$ cat src/rtl/core/iewe_pkg.sv
// ----------------------------------------------------------------------------
// iewe_pkg
// Shared types and constants for the input event word encoder.
// ----------------------------------------------------------------------------
package iewe_pkg;

    // event kinds
    localparam logic [1:0] OP_MOVE     = 2'd0;
    localparam logic [1:0] OP_BTN_DOWN = 2'd1;
    localparam logic [1:0] OP_BTN_UP   = 2'd2;
    localparam logic [1:0] OP_KEY      = 2'd3;

    // mouse button selects
    localparam logic [1:0] BTN_RED    = 2'd0;
    localparam logic [1:0] BTN_YELLOW = 2'd1;
    localparam logic [1:0] BTN_BLUE   = 2'd2;

    // word types
    localparam logic [3:0] TYPE_DELTA_TIME = 4'd0;
    localparam logic [3:0] TYPE_X_COORD    = 4'd1;
    localparam logic [3:0] TYPE_Y_COORD    = 4'd2;
    localparam logic [3:0] TYPE_BI_DOWN    = 4'd3;
    localparam logic [3:0] TYPE_BI_UP      = 4'd4;
    localparam logic [3:0] TYPE_ABS_TIME   = 4'd5;

    // button codes
    localparam logic [11:0] CODE_RED    = 12'd130;
    localparam logic [11:0] CODE_YELLOW = 12'd129;
    localparam logic [11:0] CODE_BLUE   = 12'd128;

    typedef struct packed {
        logic [1:0]  op;
        logic [11:0] pos_x;
        logic [11:0] pos_y;
        logic [1:0]  button;
        logic [11:0] char_code;
        logic [31:0] now_ms;
        logic [31:0] epoch_time;
    } event_t;

    typedef struct packed {
        logic [15:0] word;
        logic        last;
    } result_t;

    // classified event handed from the front to the back
    typedef struct packed {
        logic        abs_time;
        logic [15:0] time_word;
        logic [31:0] epoch;
        logic [15:0] word1;
        logic [15:0] word2;
        logic [15:0] word3;
        logic        has_word3;
    } cmd_t;

    typedef enum logic [2:0] {
        ST_TIME,
        ST_EPOCH_HI,
        ST_EPOCH_LO,
        ST_WORD1,
        ST_WORD2,
        ST_WORD3
    } seq_state_t;

endpackage

$ cat src/rtl/core/iewe_front.sv
// ----------------------------------------------------------------------------
// iewe_front
// Accepts events, tracks the previous event time and classifies each event
// into a command for the word sequencer.
// ----------------------------------------------------------------------------
module iewe_front
    import iewe_pkg::*;
(
    input  logic   clk,
    input  logic   rst_n,
    input  logic   ev_valid,
    output logic   ev_stall,
    input  event_t ev_data,
    input  logic   q_full,
    output logic   q_push,
    output cmd_t   q_cmd
);

    logic [31:0] last_ms_reg;
    logic [31:0] last_ms_next;
    logic        first_reg;
    logic        first_next;
    logic [31:0] delta;
    logic [11:0] btn_code;
    logic        accept;

    assign ev_stall = q_full;
    assign accept   = ev_valid && !q_full;
    assign q_push   = accept;

    always_ff @(posedge clk or negedge rst_n)
    begin
        if (!rst_n)
        begin
            last_ms_reg <= '0;
            first_reg   <= 1'b1;
        end
        else
        begin
            last_ms_reg <= last_ms_next;
            first_reg   <= first_next;
        end
    end

    always_comb
    begin
        last_ms_next = last_ms_reg;
        first_next   = first_reg;
        if (accept)
        begin
            last_ms_next = ev_data.now_ms;
            first_next   = 1'b0;
        end
    end

    // wrapping difference, zero on the first event
    assign delta = first_reg ? 32'd0 : (ev_data.now_ms - last_ms_reg);

    always_comb
    begin
        unique case (ev_data.button)
            BTN_YELLOW: btn_code = CODE_YELLOW;
            BTN_BLUE:   btn_code = CODE_BLUE;
            default:    btn_code = CODE_RED;
        endcase
    end

    always_comb
    begin
        q_cmd.abs_time  = |delta[31:12];
        q_cmd.time_word = q_cmd.abs_time ? {TYPE_ABS_TIME, 12'd0}
                                         : {TYPE_DELTA_TIME, delta[11:0]};
        q_cmd.epoch     = ev_data.epoch_time;
        q_cmd.word1     = {TYPE_X_COORD, ev_data.pos_x};
        q_cmd.word2     = {TYPE_Y_COORD, ev_data.pos_y};
        q_cmd.word3     = {TYPE_BI_DOWN, btn_code};
        q_cmd.has_word3 = 1'b0;
        unique case (ev_data.op)
            OP_KEY:
            begin
                q_cmd.word1 = {TYPE_BI_DOWN, ev_data.char_code};
                q_cmd.word2 = {TYPE_BI_UP, ev_data.char_code};
            end
            OP_BTN_DOWN:
            begin
                q_cmd.has_word3 = 1'b1;
            end
            OP_BTN_UP:
            begin
                q_cmd.word3     = {TYPE_BI_UP, btn_code};
                q_cmd.has_word3 = 1'b1;
            end
            default:
            begin
                q_cmd.has_word3 = 1'b0;
            end
        endcase
    end

endmodule

$ cat src/rtl/core/iewe_queue.sv
// ----------------------------------------------------------------------------
// iewe_queue
// Two-entry command queue between the front and the word sequencer.
// ----------------------------------------------------------------------------
module iewe_queue
    import iewe_pkg::*;
(
    input  logic clk,
    input  logic rst_n,
    input  logic push,
    input  cmd_t push_cmd,
    output logic full,
    input  logic pop,
    output logic head_valid,
    output cmd_t head_cmd
);

    cmd_t       mem_reg [2];
    logic       wr_ptr_reg;
    logic       wr_ptr_next;
    logic       rd_ptr_reg;
    logic       rd_ptr_next;
    logic [1:0] count_reg;
    logic [1:0] count_next;
    logic       do_pop;

    assign full       = count_reg[1];
    assign head_valid = |count_reg;
    assign head_cmd   = mem_reg[rd_ptr_reg];
    assign do_pop     = pop && head_valid;

    always_ff @(posedge clk)
    begin
        if (push)
        begin
            mem_reg[wr_ptr_reg] <= push_cmd;
        end
    end

    always_ff @(posedge clk or negedge rst_n)
    begin
        if (!rst_n)
        begin
            wr_ptr_reg <= 1'b0;
            rd_ptr_reg <= 1'b0;
            count_reg  <= 2'd0;
        end
        else
        begin
            wr_ptr_reg <= wr_ptr_next;
            rd_ptr_reg <= rd_ptr_next;
            count_reg  <= count_next;
        end
    end

    always_comb
    begin
        wr_ptr_next = push ? ~wr_ptr_reg : wr_ptr_reg;
        rd_ptr_next = do_pop ? ~rd_ptr_reg : rd_ptr_reg;
        count_next  = count_reg + {1'b0, push} - {1'b0, do_pop};
    end

endmodule

$ cat src/rtl/core/iewe_back.sv
// ----------------------------------------------------------------------------
// iewe_back
// Word sequencer: walks the head command one word per cycle into the
// output register, while that register is not held by res_stall.
// ----------------------------------------------------------------------------
module iewe_back
    import iewe_pkg::*;
(
    input  logic    clk,
    input  logic    rst_n,
    input  logic    head_valid,
    input  cmd_t    head_cmd,
    output logic    pop,
    output logic    res_valid,
    input  logic    res_stall,
    output result_t res_data
);

    seq_state_t state_reg;
    seq_state_t state_next;
    logic       valid_reg;
    logic       valid_next;
    result_t    data_reg;
    result_t    data_next;
    logic       advance;

    assign res_valid = valid_reg;
    assign res_data  = data_reg;

    // output register is free when empty or being taken this cycle
    assign advance = head_valid && (!valid_reg || !res_stall);

    always_ff @(posedge clk or negedge rst_n)
    begin
        if (!rst_n)
        begin
            state_reg <= ST_TIME;
            valid_reg <= 1'b0;
        end
        else
        begin
            state_reg <= state_next;
            valid_reg <= valid_next;
        end
    end

    always_ff @(posedge clk)
    begin
        data_reg <= data_next;
    end

    always_comb
    begin
        state_next     = state_reg;
        data_next      = data_reg;
        valid_next     = valid_reg && res_stall;
        pop            = 1'b0;
        data_next.word = head_cmd.time_word;
        data_next.last = 1'b0;
        unique case (state_reg)
            ST_TIME:
            begin
                data_next.word = head_cmd.time_word;
                state_next     = head_cmd.abs_time ? ST_EPOCH_HI : ST_WORD1;
            end
            ST_EPOCH_HI:
            begin
                data_next.word = head_cmd.epoch[31:16];
                state_next     = ST_EPOCH_LO;
            end
            ST_EPOCH_LO:
            begin
                data_next.word = head_cmd.epoch[15:0];
                state_next     = ST_WORD1;
            end
            ST_WORD1:
            begin
                data_next.word = head_cmd.word1;
                state_next     = ST_WORD2;
            end
            ST_WORD2:
            begin
                data_next.word = head_cmd.word2;
                data_next.last = !head_cmd.has_word3;
                state_next     = head_cmd.has_word3 ? ST_WORD3 : ST_TIME;
            end
            ST_WORD3:
            begin
                data_next.word = head_cmd.word3;
                data_next.last = 1'b1;
                state_next     = ST_TIME;
            end
            default:
            begin
                state_next = ST_TIME;
            end
        endcase
        if (advance)
        begin
            valid_next = 1'b1;
            pop        = data_next.last;
        end
        else
        begin
            state_next = state_reg;
            data_next  = data_reg;
        end
    end

endmodule

$ cat src/rtl/core/input_event_word_encoder.sv
// a request is queued, then its first word is registered onto res_data
// throughput: one output word per cycle while res_stall is low, 3 to 6 words
// per request (words go out of the sequencer into the output register)
// a two-entry command queue lets up to two requests be taken while words drain
// reset (rst_n low, asynchronous) empties the queue and output, and restores
// the first-event state so the next time delta is zero
// ----------------------------------------------------------------------------
// input_event_word_encoder
// Encodes mouse, button and key requests into 16-bit input words.
// ----------------------------------------------------------------------------
module input_event_word_encoder
    import iewe_pkg::*;
(
    input  logic    clk,
    input  logic    rst_n,
    input  logic    ev_valid,
    output logic    ev_stall,
    input  event_t  ev_data,
    output logic    res_valid,
    input  logic    res_stall,
    output result_t res_data
);

    logic q_full;
    logic q_push;
    cmd_t q_cmd;
    logic q_pop;
    logic head_valid;
    cmd_t head_cmd;

    iewe_front u_front (
        .clk      (clk),
        .rst_n    (rst_n),
        .ev_valid (ev_valid),
        .ev_stall (ev_stall),
        .ev_data  (ev_data),
        .q_full   (q_full),
        .q_push   (q_push),
        .q_cmd    (q_cmd)
    );

    iewe_queue u_queue (
        .clk        (clk),
        .rst_n      (rst_n),
        .push       (q_push),
        .push_cmd   (q_cmd),
        .full       (q_full),
        .pop        (q_pop),
        .head_valid (head_valid),
        .head_cmd   (head_cmd)
    );

    iewe_back u_back (
        .clk        (clk),
        .rst_n      (rst_n),
        .head_valid (head_valid),
        .head_cmd   (head_cmd),
        .pop        (q_pop),
        .res_valid  (res_valid),
        .res_stall  (res_stall),
        .res_data   (res_data)
    );

endmodule

$ cat config.mk
export PLATFORM = sky130hd
export DESIGN_NAME = input_event_word_encoder
export DESIGN_NICKNAME = d
export VERILOG_FILES = /design/src/rtl/core/iewe_pkg.sv /design/src/rtl/core/iewe_front.sv /design/src/rtl/core/iewe_queue.sv /design/src/rtl/core/iewe_back.sv /design/src/rtl/core/input_event_word_encoder.sv
export SDC_FILE = /design/constraint.sdc
export NUM_CORES = 1
export LEC_CHECK = 0
export BUFFER_PORTS_ARGS = -buffer_cell sky130_fd_sc_hd__buf_2
export CORE_MARGIN = 2
export CORE_UTILIZATION = 30
export DETAILED_ROUTE_END_ITERATION = 6
export PLACE_DENSITY = 0.56
export SETUP_SLACK_MARGIN = 0.4
export SLEW_MARGIN = 20
export SYNTH_ARGS = -nofsm -noshare
export SYNTH_HDL_FRONTEND = slang
export SYNTH_SLANG_ARGS = --single-unit
$ cat constraint.sdc
create_clock -name clk -period 4.7 [get_ports clk]
set_clock_uncertainty 0.2 [all_clocks]
set_input_delay 0.235 -clock clk [delete_from_list [all_inputs] [get_ports clk]]
set_output_delay 0.235 -clock clk [all_outputs]
set_load 0.02 [all_outputs]
==> out/qor.yml, run 1 <==
slowest_delay_ns: 0.53
utilization: 0.390
drt-wirelength-per-cell_um: 17.0
synth_largest_area_cell: "edfxtp_1"
grt_pass1_vias: 7696
largest_register_ffs: 152
yosys_warnings: 0
postCtsSetupBuffers: 0
num_rows: 68
period_needed_ns: 3.97
drive_gt1_frac: 0.186
initial_core_util: 0.305
mostFrequentLayoutCells: "169 x edfxtp_1, 126 x buf_2, 107 x dlygate4sd3_1"
numClockSinks: 210
nets: 1283
portBuffers: 126
dp.cells: 1459
final_common_cell: "edfxtp_1"
core_mm2: 0.0345
synthToLayoutAreaGrowth_pct: 28.0
cts_buffers: 24
critPathTopFamily: "simple AND/OR/NAND/NOR gates"
track_usage: 0.147
start_kind: "input pin"
ys.flop_type: "edfxtp_1"
fin_setup_tns_ns: 0
synth_area_per_cell_um2: 11.6
p_leak_nw: 5.14
dp_hpwl_um: 18800
dieArea_mm2: 0.0366
yosysTopAreaCellShare: 0.482
first_iter_violations: 456
die_h_um: 191
synth.area.top_cells: "edfxtp_1 48%, dfrtp_1 9.5%, mux2i_1 5.3%"
synth_cell_types: 76
gp_congestion: 0.860
final-max-slew-violation-count: 0
grt_setup_unrepaired: "false"
cts.clk_slew.worst_paths_ns: 0.06
yosysSeqAreaShare: 0.579
antenna_found_initial: 0
end_kind: "register"
crit_type: "input pin to register"
vias: 7799
finalNonFillerCells: 1611
hp-class: "input pin to async pin"
first_pass_iters: 5
drt_wl_total_um: 27300
synth-edff-count: 169
path_cells: "dlygate4sd3_1, buf_2, ha_1, nand4_1, or3_1, a211oi_1, nor3_1, nor4_1, mux2_2, nor4_2, nand4_2, buf_4, a211oi_2"
synth_seq_cells: 210
netlist_area_mm2: 0.0105
crit_fanout: 11
cts_tree: "built"
tightestPinTransition_ns: 1.02
crit_path_start: "ev_data[48]"
status: "finished, final reports clean"
cp_slowest_cell: "dlygate4sd3_1"
vias_per_cell: 4.84
overflow: 0
ant_nets: 0
htreeDepth: 1
clockBufferDepth: 3
period_share: 0.844
max_freq_ghz: 0.252
clock_latency_ns: 0.53
grt_start_max_net_pins: 67
cts_root_buf: "clkbuf_16"
drc: 0
rr_endpoint: "u_queue.mem_reg[1][86]"
die_x_um: 191
cap_violations: 0
grt_pass1_wl_um: 42000
rr_worst_depth: 12
cp.arrival_ns: 4.11
async_reset_ff_frac: 0.195
slew_headroom: 0.320
setup_viol: 0
synth_nets: 1058
worst-path-buf-inv: 3
power_density_mw_per_mm2: 600
r2r_slack_ns: 0.75
io_pins: 127
vdd_ir_drop_max_mv: 0.350
crit-reg2reg-launch: "u_front.last_ms_reg[16]"
final-hold-violation-count: 0
crit_required_ns: 4.84
syn_inst: 912
power breakdown:
group          leakage [nW]  switching, mW  internal [mW]
combinational          2.70           2.17           1.24
clock                 0.382          0.746           1.11
sequential             2.05          0.228           2.61
total                  5.14           3.14           4.95
cells in the mapped netlist (all sizes together), types with 3 or more instances:
| cell type | n |
|---|---|
| a31oi | 6 |
| a22oi | 10 |
| nand3 | 6 |
| o31a | 3 |
| or4 | 3 |
| or3 | 6 |
| nor3 | 20 |
| o22ai | 9 |
| xnor2 | 8 |
| dfrtp | 40 |
| o211ai | 8 |
| nand2 | 90 |
| and3 | 3 |
| a221oi | 12 |
| mux2 | 4 |
| xor2 | 13 |
| nand4 | 14 |
| nor4 | 7 |
| clkbuf | 27 |
| a211oi | 6 |
| nor2 | 46 |
| o21ai | 82 |
| o21a | 12 |
| inv | 73 |
| a21o | 8 |
| and2 | 5 |
| nor2b | 11 |
| buf | 19 |
| ha | 37 |
| nand2b | 3 |
| a21oi | 59 |
| edfxtp | 169 |
| o221ai | 4 |
| mux2i | 56 |
tightest hold or removal path: cells and delay by family:
| kind | cells | cell delay (ns) |
|---|---|---|
| buffers and inverters | 3 | 1.08 |
routing by layer:
layer / routed length [µm] / GRT usage
met5: 0 / 0
met3: 1290 / 0.0209
met2: 12800 / 0.247
met4: 703 / 0.0423
met1: 12500 / 0.197
metrics by stage:
stage / area [µm²] / worst slack, ns / total power, mW / hold slack [ns]
final: 13500 / 0.734 / 8.10 / 0.130
after global routing: 13500 / 0.393 / 8.65 / 0.183
after CTS: 13500 / 0.639 / 8.18 / 0.132
after detailed placement: 11600 / 0.682 / 6.21 / 0.168
after global placement: 11600 / 0.825 / 6.21 / 0.156
after floorplan: 10500 / 0.999 / 5.25 / -0.261
logic make-up (layout without fill, tap and decap cells):
logic type               after synthesis  count (layout)  share of synthesized area
AND/OR/NAND/NOR                      221             221                      0.104
other                                  0               1                          0
flip-flops                           210             210                      0.579
multiplexers                          60              60                     0.0575
adder cells (fa/ha/maj)               38              38                     0.0458
AO/OA/AOI/OAI                        243             243                      0.149
XOR/XNOR                              21              21                     0.0175
buffers and inverters                119             362                     0.0474
area by class of cell:
| type | count | area, µm² |
|---|---|---|
| fill | 3392 | 21100 |
| sequential | 210 | 6110 |
| multi-input combinational | 583 | 3970 |
| timing repair buffer | 245 | 1790 |
| clock buffer | 31 | 627 |
| tap | 455 | 569 |
| inverter | 73 | 274 |
| clock inverter | 13 | 153 |
| antenna | 1 | 2.50 |
how the worst max path moves through the flow:
stage                                   to  depth (start not counted)
floorplan            u_queue.mem_reg[0][0]                          3
global placement    u_queue.mem_reg[0][86]                         12
detailed placement  u_queue.mem_reg[1][86]                         12
CTS                 u_queue.mem_reg[0][86]                         12
global route        u_queue.mem_reg[0][80]                         12
finish              u_queue.mem_reg[1][86]                         13
timing repair:
action,4_1_cts,5_1_grt
resized for setup,0,1
endpoints found under the hold margin,194,0
hold buffers,107,0
endpoints found under the setup margin,0,4
Power figures use the tool's default switching activity.
==> run 2, diff against run 1 <==
--- a/config.mk
+++ b/config.mk
@@ -5,6 +5,7 @@
 export SDC_FILE = /design/constraint.sdc
 export NUM_CORES = 1
 export LEC_CHECK = 0
+export ABC_AREA = 1
 export BUFFER_PORTS_ARGS = -buffer_cell sky130_fd_sc_hd__buf_2
 export CORE_MARGIN = 2
 export CORE_UTILIZATION = 30
==> constraint.sdc (replaced) <==
create_clock -name clk -period 3.35 [get_ports clk]
set_clock_uncertainty 0.2 [all_clocks]
set_input_delay 0.1675 -clock clk [delete_from_list [all_inputs] [get_ports clk]]
set_output_delay 0.1675 -clock clk [all_outputs]
set_load 0.02 [all_outputs]
==> out/qor.yml, run 2 <==
status: "complete, but fails checks"
violations: "negative hold slack"
cts_buffers: 24
synth_largest_area_cell: "edfxtp_1"
ant_nets: 0
grt_setup_unrepaired: "true"
initial_core_util: 0.306
io_pins: 127
yosysMostFrequentCell: "nand2_1"
yosysSeqAreaShare: 0.558
drc: 0
vdd_ir_drop_max_mv: 0.470
final_common_cell: "nand2_1"
p_total_mw: 11.5
end_kind: "register"
p_leak_nw: 6.36
grt_pass1_wl_um: 47200
gp_congestion: 0.888
portBuffers: 126
cp.arrival_ns: 2.94
numClockSinks: 210
synthToLayoutAreaGrowth_pct: 30.6
overflow: 0
vias_per_cell: 4.55
final-hold-violation-count: 39
path_cells: "inv_1, ha_1, nand2_1, nor2_2, nand2_1, nor2_1, nand2_1, nand3_1, nand2_1, nand2_1, nand2_1, nor2_1, nand2_1, nor2_2, nand4_2, buf_6, nor2_2"
dp_hpwl_um: 21200
ys.flop_type: "edfxtp_1"
drt_wl_total_um: 29600
grt_pass1_vias: 8954
slowest_delay_ns: 0.39
clockBufferDepth: 3
synth_area_per_cell_um2: 8.79
largest_register_ffs: 152
track_usage: 0.155
vias: 9014
cap_violations: 0
die_x_um: 195
intPower_mw: 6.82
crit_required_ns: 3.52
syn_inst: 1244
dp.cells: 1817
crit_fanout: 12
tightestPinTransition_ns: 0.823
grt_start_max_net_pins: 65
htreeDepth: 1
cts.clk_slew.worst_paths_ns: 0.06
synth_cell_types: 44
async_reset_ff_frac: 0.195
post_dp_cell_area_mm2: 0.0122
die_h_um: 195
whs_ns: -0.0152
num_rows: 69
cts_root_buf: "clkbuf_16"
switchingPower_mw: 4.65
synth_seq_cells: 210
p_seq_frac: 0.335
yosysTopAreaCellShare: 0.464
first_iter_violations: 486
synth.area.top_cells: "edfxtp_1 46%, nand2_1 17%, dfrtp_1 9.2%"
start_kind: "register"
core_mm2: 0.0357
period_share: 0.827
max_freq_ghz: 0.361
finalNonFillerCells: 1983
dieArea_mm2: 0.0380
clock_power_share: 0.221
mostFrequentLayoutCells: "492 x nand2_1, 169 x edfxtp_1, 145 x inv_1"
antenna_found_initial: 0
fin_area_mm2: 0.0143
place_ws_ns: 0.466
cp_common_cell: "nand2_1"
synth-edff-count: 169
synth_nets: 1390
drive_gt1_frac: 0.168
slew_headroom: 0.451
first_pass_iters: 5
setup_viol: 0
switching_share: 0.406
cts_tree: "built"
utilization: 0.400
setup_ws_ns: 0.579
drt-wirelength-per-cell_um: 14.9
fillers: 3605
power_frac_comb: 0.443
cp_slowest_cell: "ha_1"
fin_setup_tns_ns: 0
synthTopCellsByCount: "493 x nand2_1, 169 x edfxtp_1, 146 x inv_1"
power_density_mw_per_mm2: 803
hp-class: "input pin to async pin"
period_needed_ns: 2.77
crit_type: "register to register"
nets: 1649
final-max-slew-violation-count: 0
yosys_warnings: 0
clock_latency_ns: 0.53
netlist_area_mm2: 0.0109
-- run 2: changes by cell type in the layout (fill, tap and decap cells not counted), moves of 13 or more --
cell | before | now
dlygate4sd3_1 | 107 | 120
inv_1 | 73 | 145
mux2i_1 | 56 | 1
nand2_1 | 89 | 492
nand3_1 | 6 | 35
nor2_1 | 36 | 49
nor2_2 | 10 | 34
o21ai_0 | 79 | 42
-- run 2: power by group through the flow --
stage,combinational (mW),sequential (mW),clock (mW)
after global routing,5.76,3.90,2.70
final,5.08,3.84,2.54
after floorplan,3.27,3.99,0
after CTS,5.04,3.85,2.62
after detailed placement,4.89,3.90,0
after global placement,4.88,3.88,0
-- run 2: kinds of logic (layout without fill, tap and decap cells) --
group,Yosys count,count (layout),synth area share
multiplexers,1,1,0.000915
XOR/XNOR,16,16,0.0128
AND/OR/NAND/NOR,659,659,0.248
buffers and inverters,184,460,0.0639
AO/OA/AOI/OAI,136,136,0.0725
other,0,2,0
flip-flops,210,210,0.558
adder cells (fa/ha/maj),38,38,0.0441
-- run 2: path summary, 6_finish.rpt --
check / endpoint / cells past startpoint / slack, ns / from
max: u_queue.mem_reg[1][84] / 17 / 0.58 / u_front.last_ms_reg[16]
min: u_front.last_ms_reg[22] / 2 / -0.02 / rst_n
max reg2reg: u_queue.mem_reg[1][84] / 17 / 0.58 / u_front.last_ms_reg[16]
min reg2reg: u_front.first_reg / 2 / 0.29 / u_front.first_reg
max in group asynchronous: u_queue.rd_ptr_reg / 2 / 2.55 / rst_n
min in group clk: u_front.last_ms_reg[31] / 4 / 0.02 / ev_valid
-- run 2: final cells by class --
type	count	area, µm²	area share
Clock buffer	28	616	0.0431
Inverter	153	574	0.0402
Multi-Input combinational cell	850	4230	0.296
Sequential cell	210	6100	0.427
Timing Repair Buffer	264	2040	0.143
Clock inverter	15	143	0.00999
Antenna cell	2	5.00	0.000350
Tap cell	461	577	0.0404
-- run 2: routing by layer --
metal  track usage  wire (µm)  share of wire
met5             0          0              0
met4        0.0351        638          0.022
met3        0.0229       1420          0.048
met2         0.257      13700           0.46
met1         0.214      13800           0.47
-- run 2: critical path: cells and delay by family, from the launching register on --
kind / cells / cell delay [ns]
buf+inv: 2 / 0.23
fa+ha+maj: 1 / 0.39
flops: 1 / 0.31
simple gates: 14 / 1.48
-- run 2: timing repair --
action,CTS,global route
hold buffers,120,0
resized for setup,0,31
endpoints found under the hold margin,199,0
setup endpoints to repair,0,26
buffers inserted,0,1
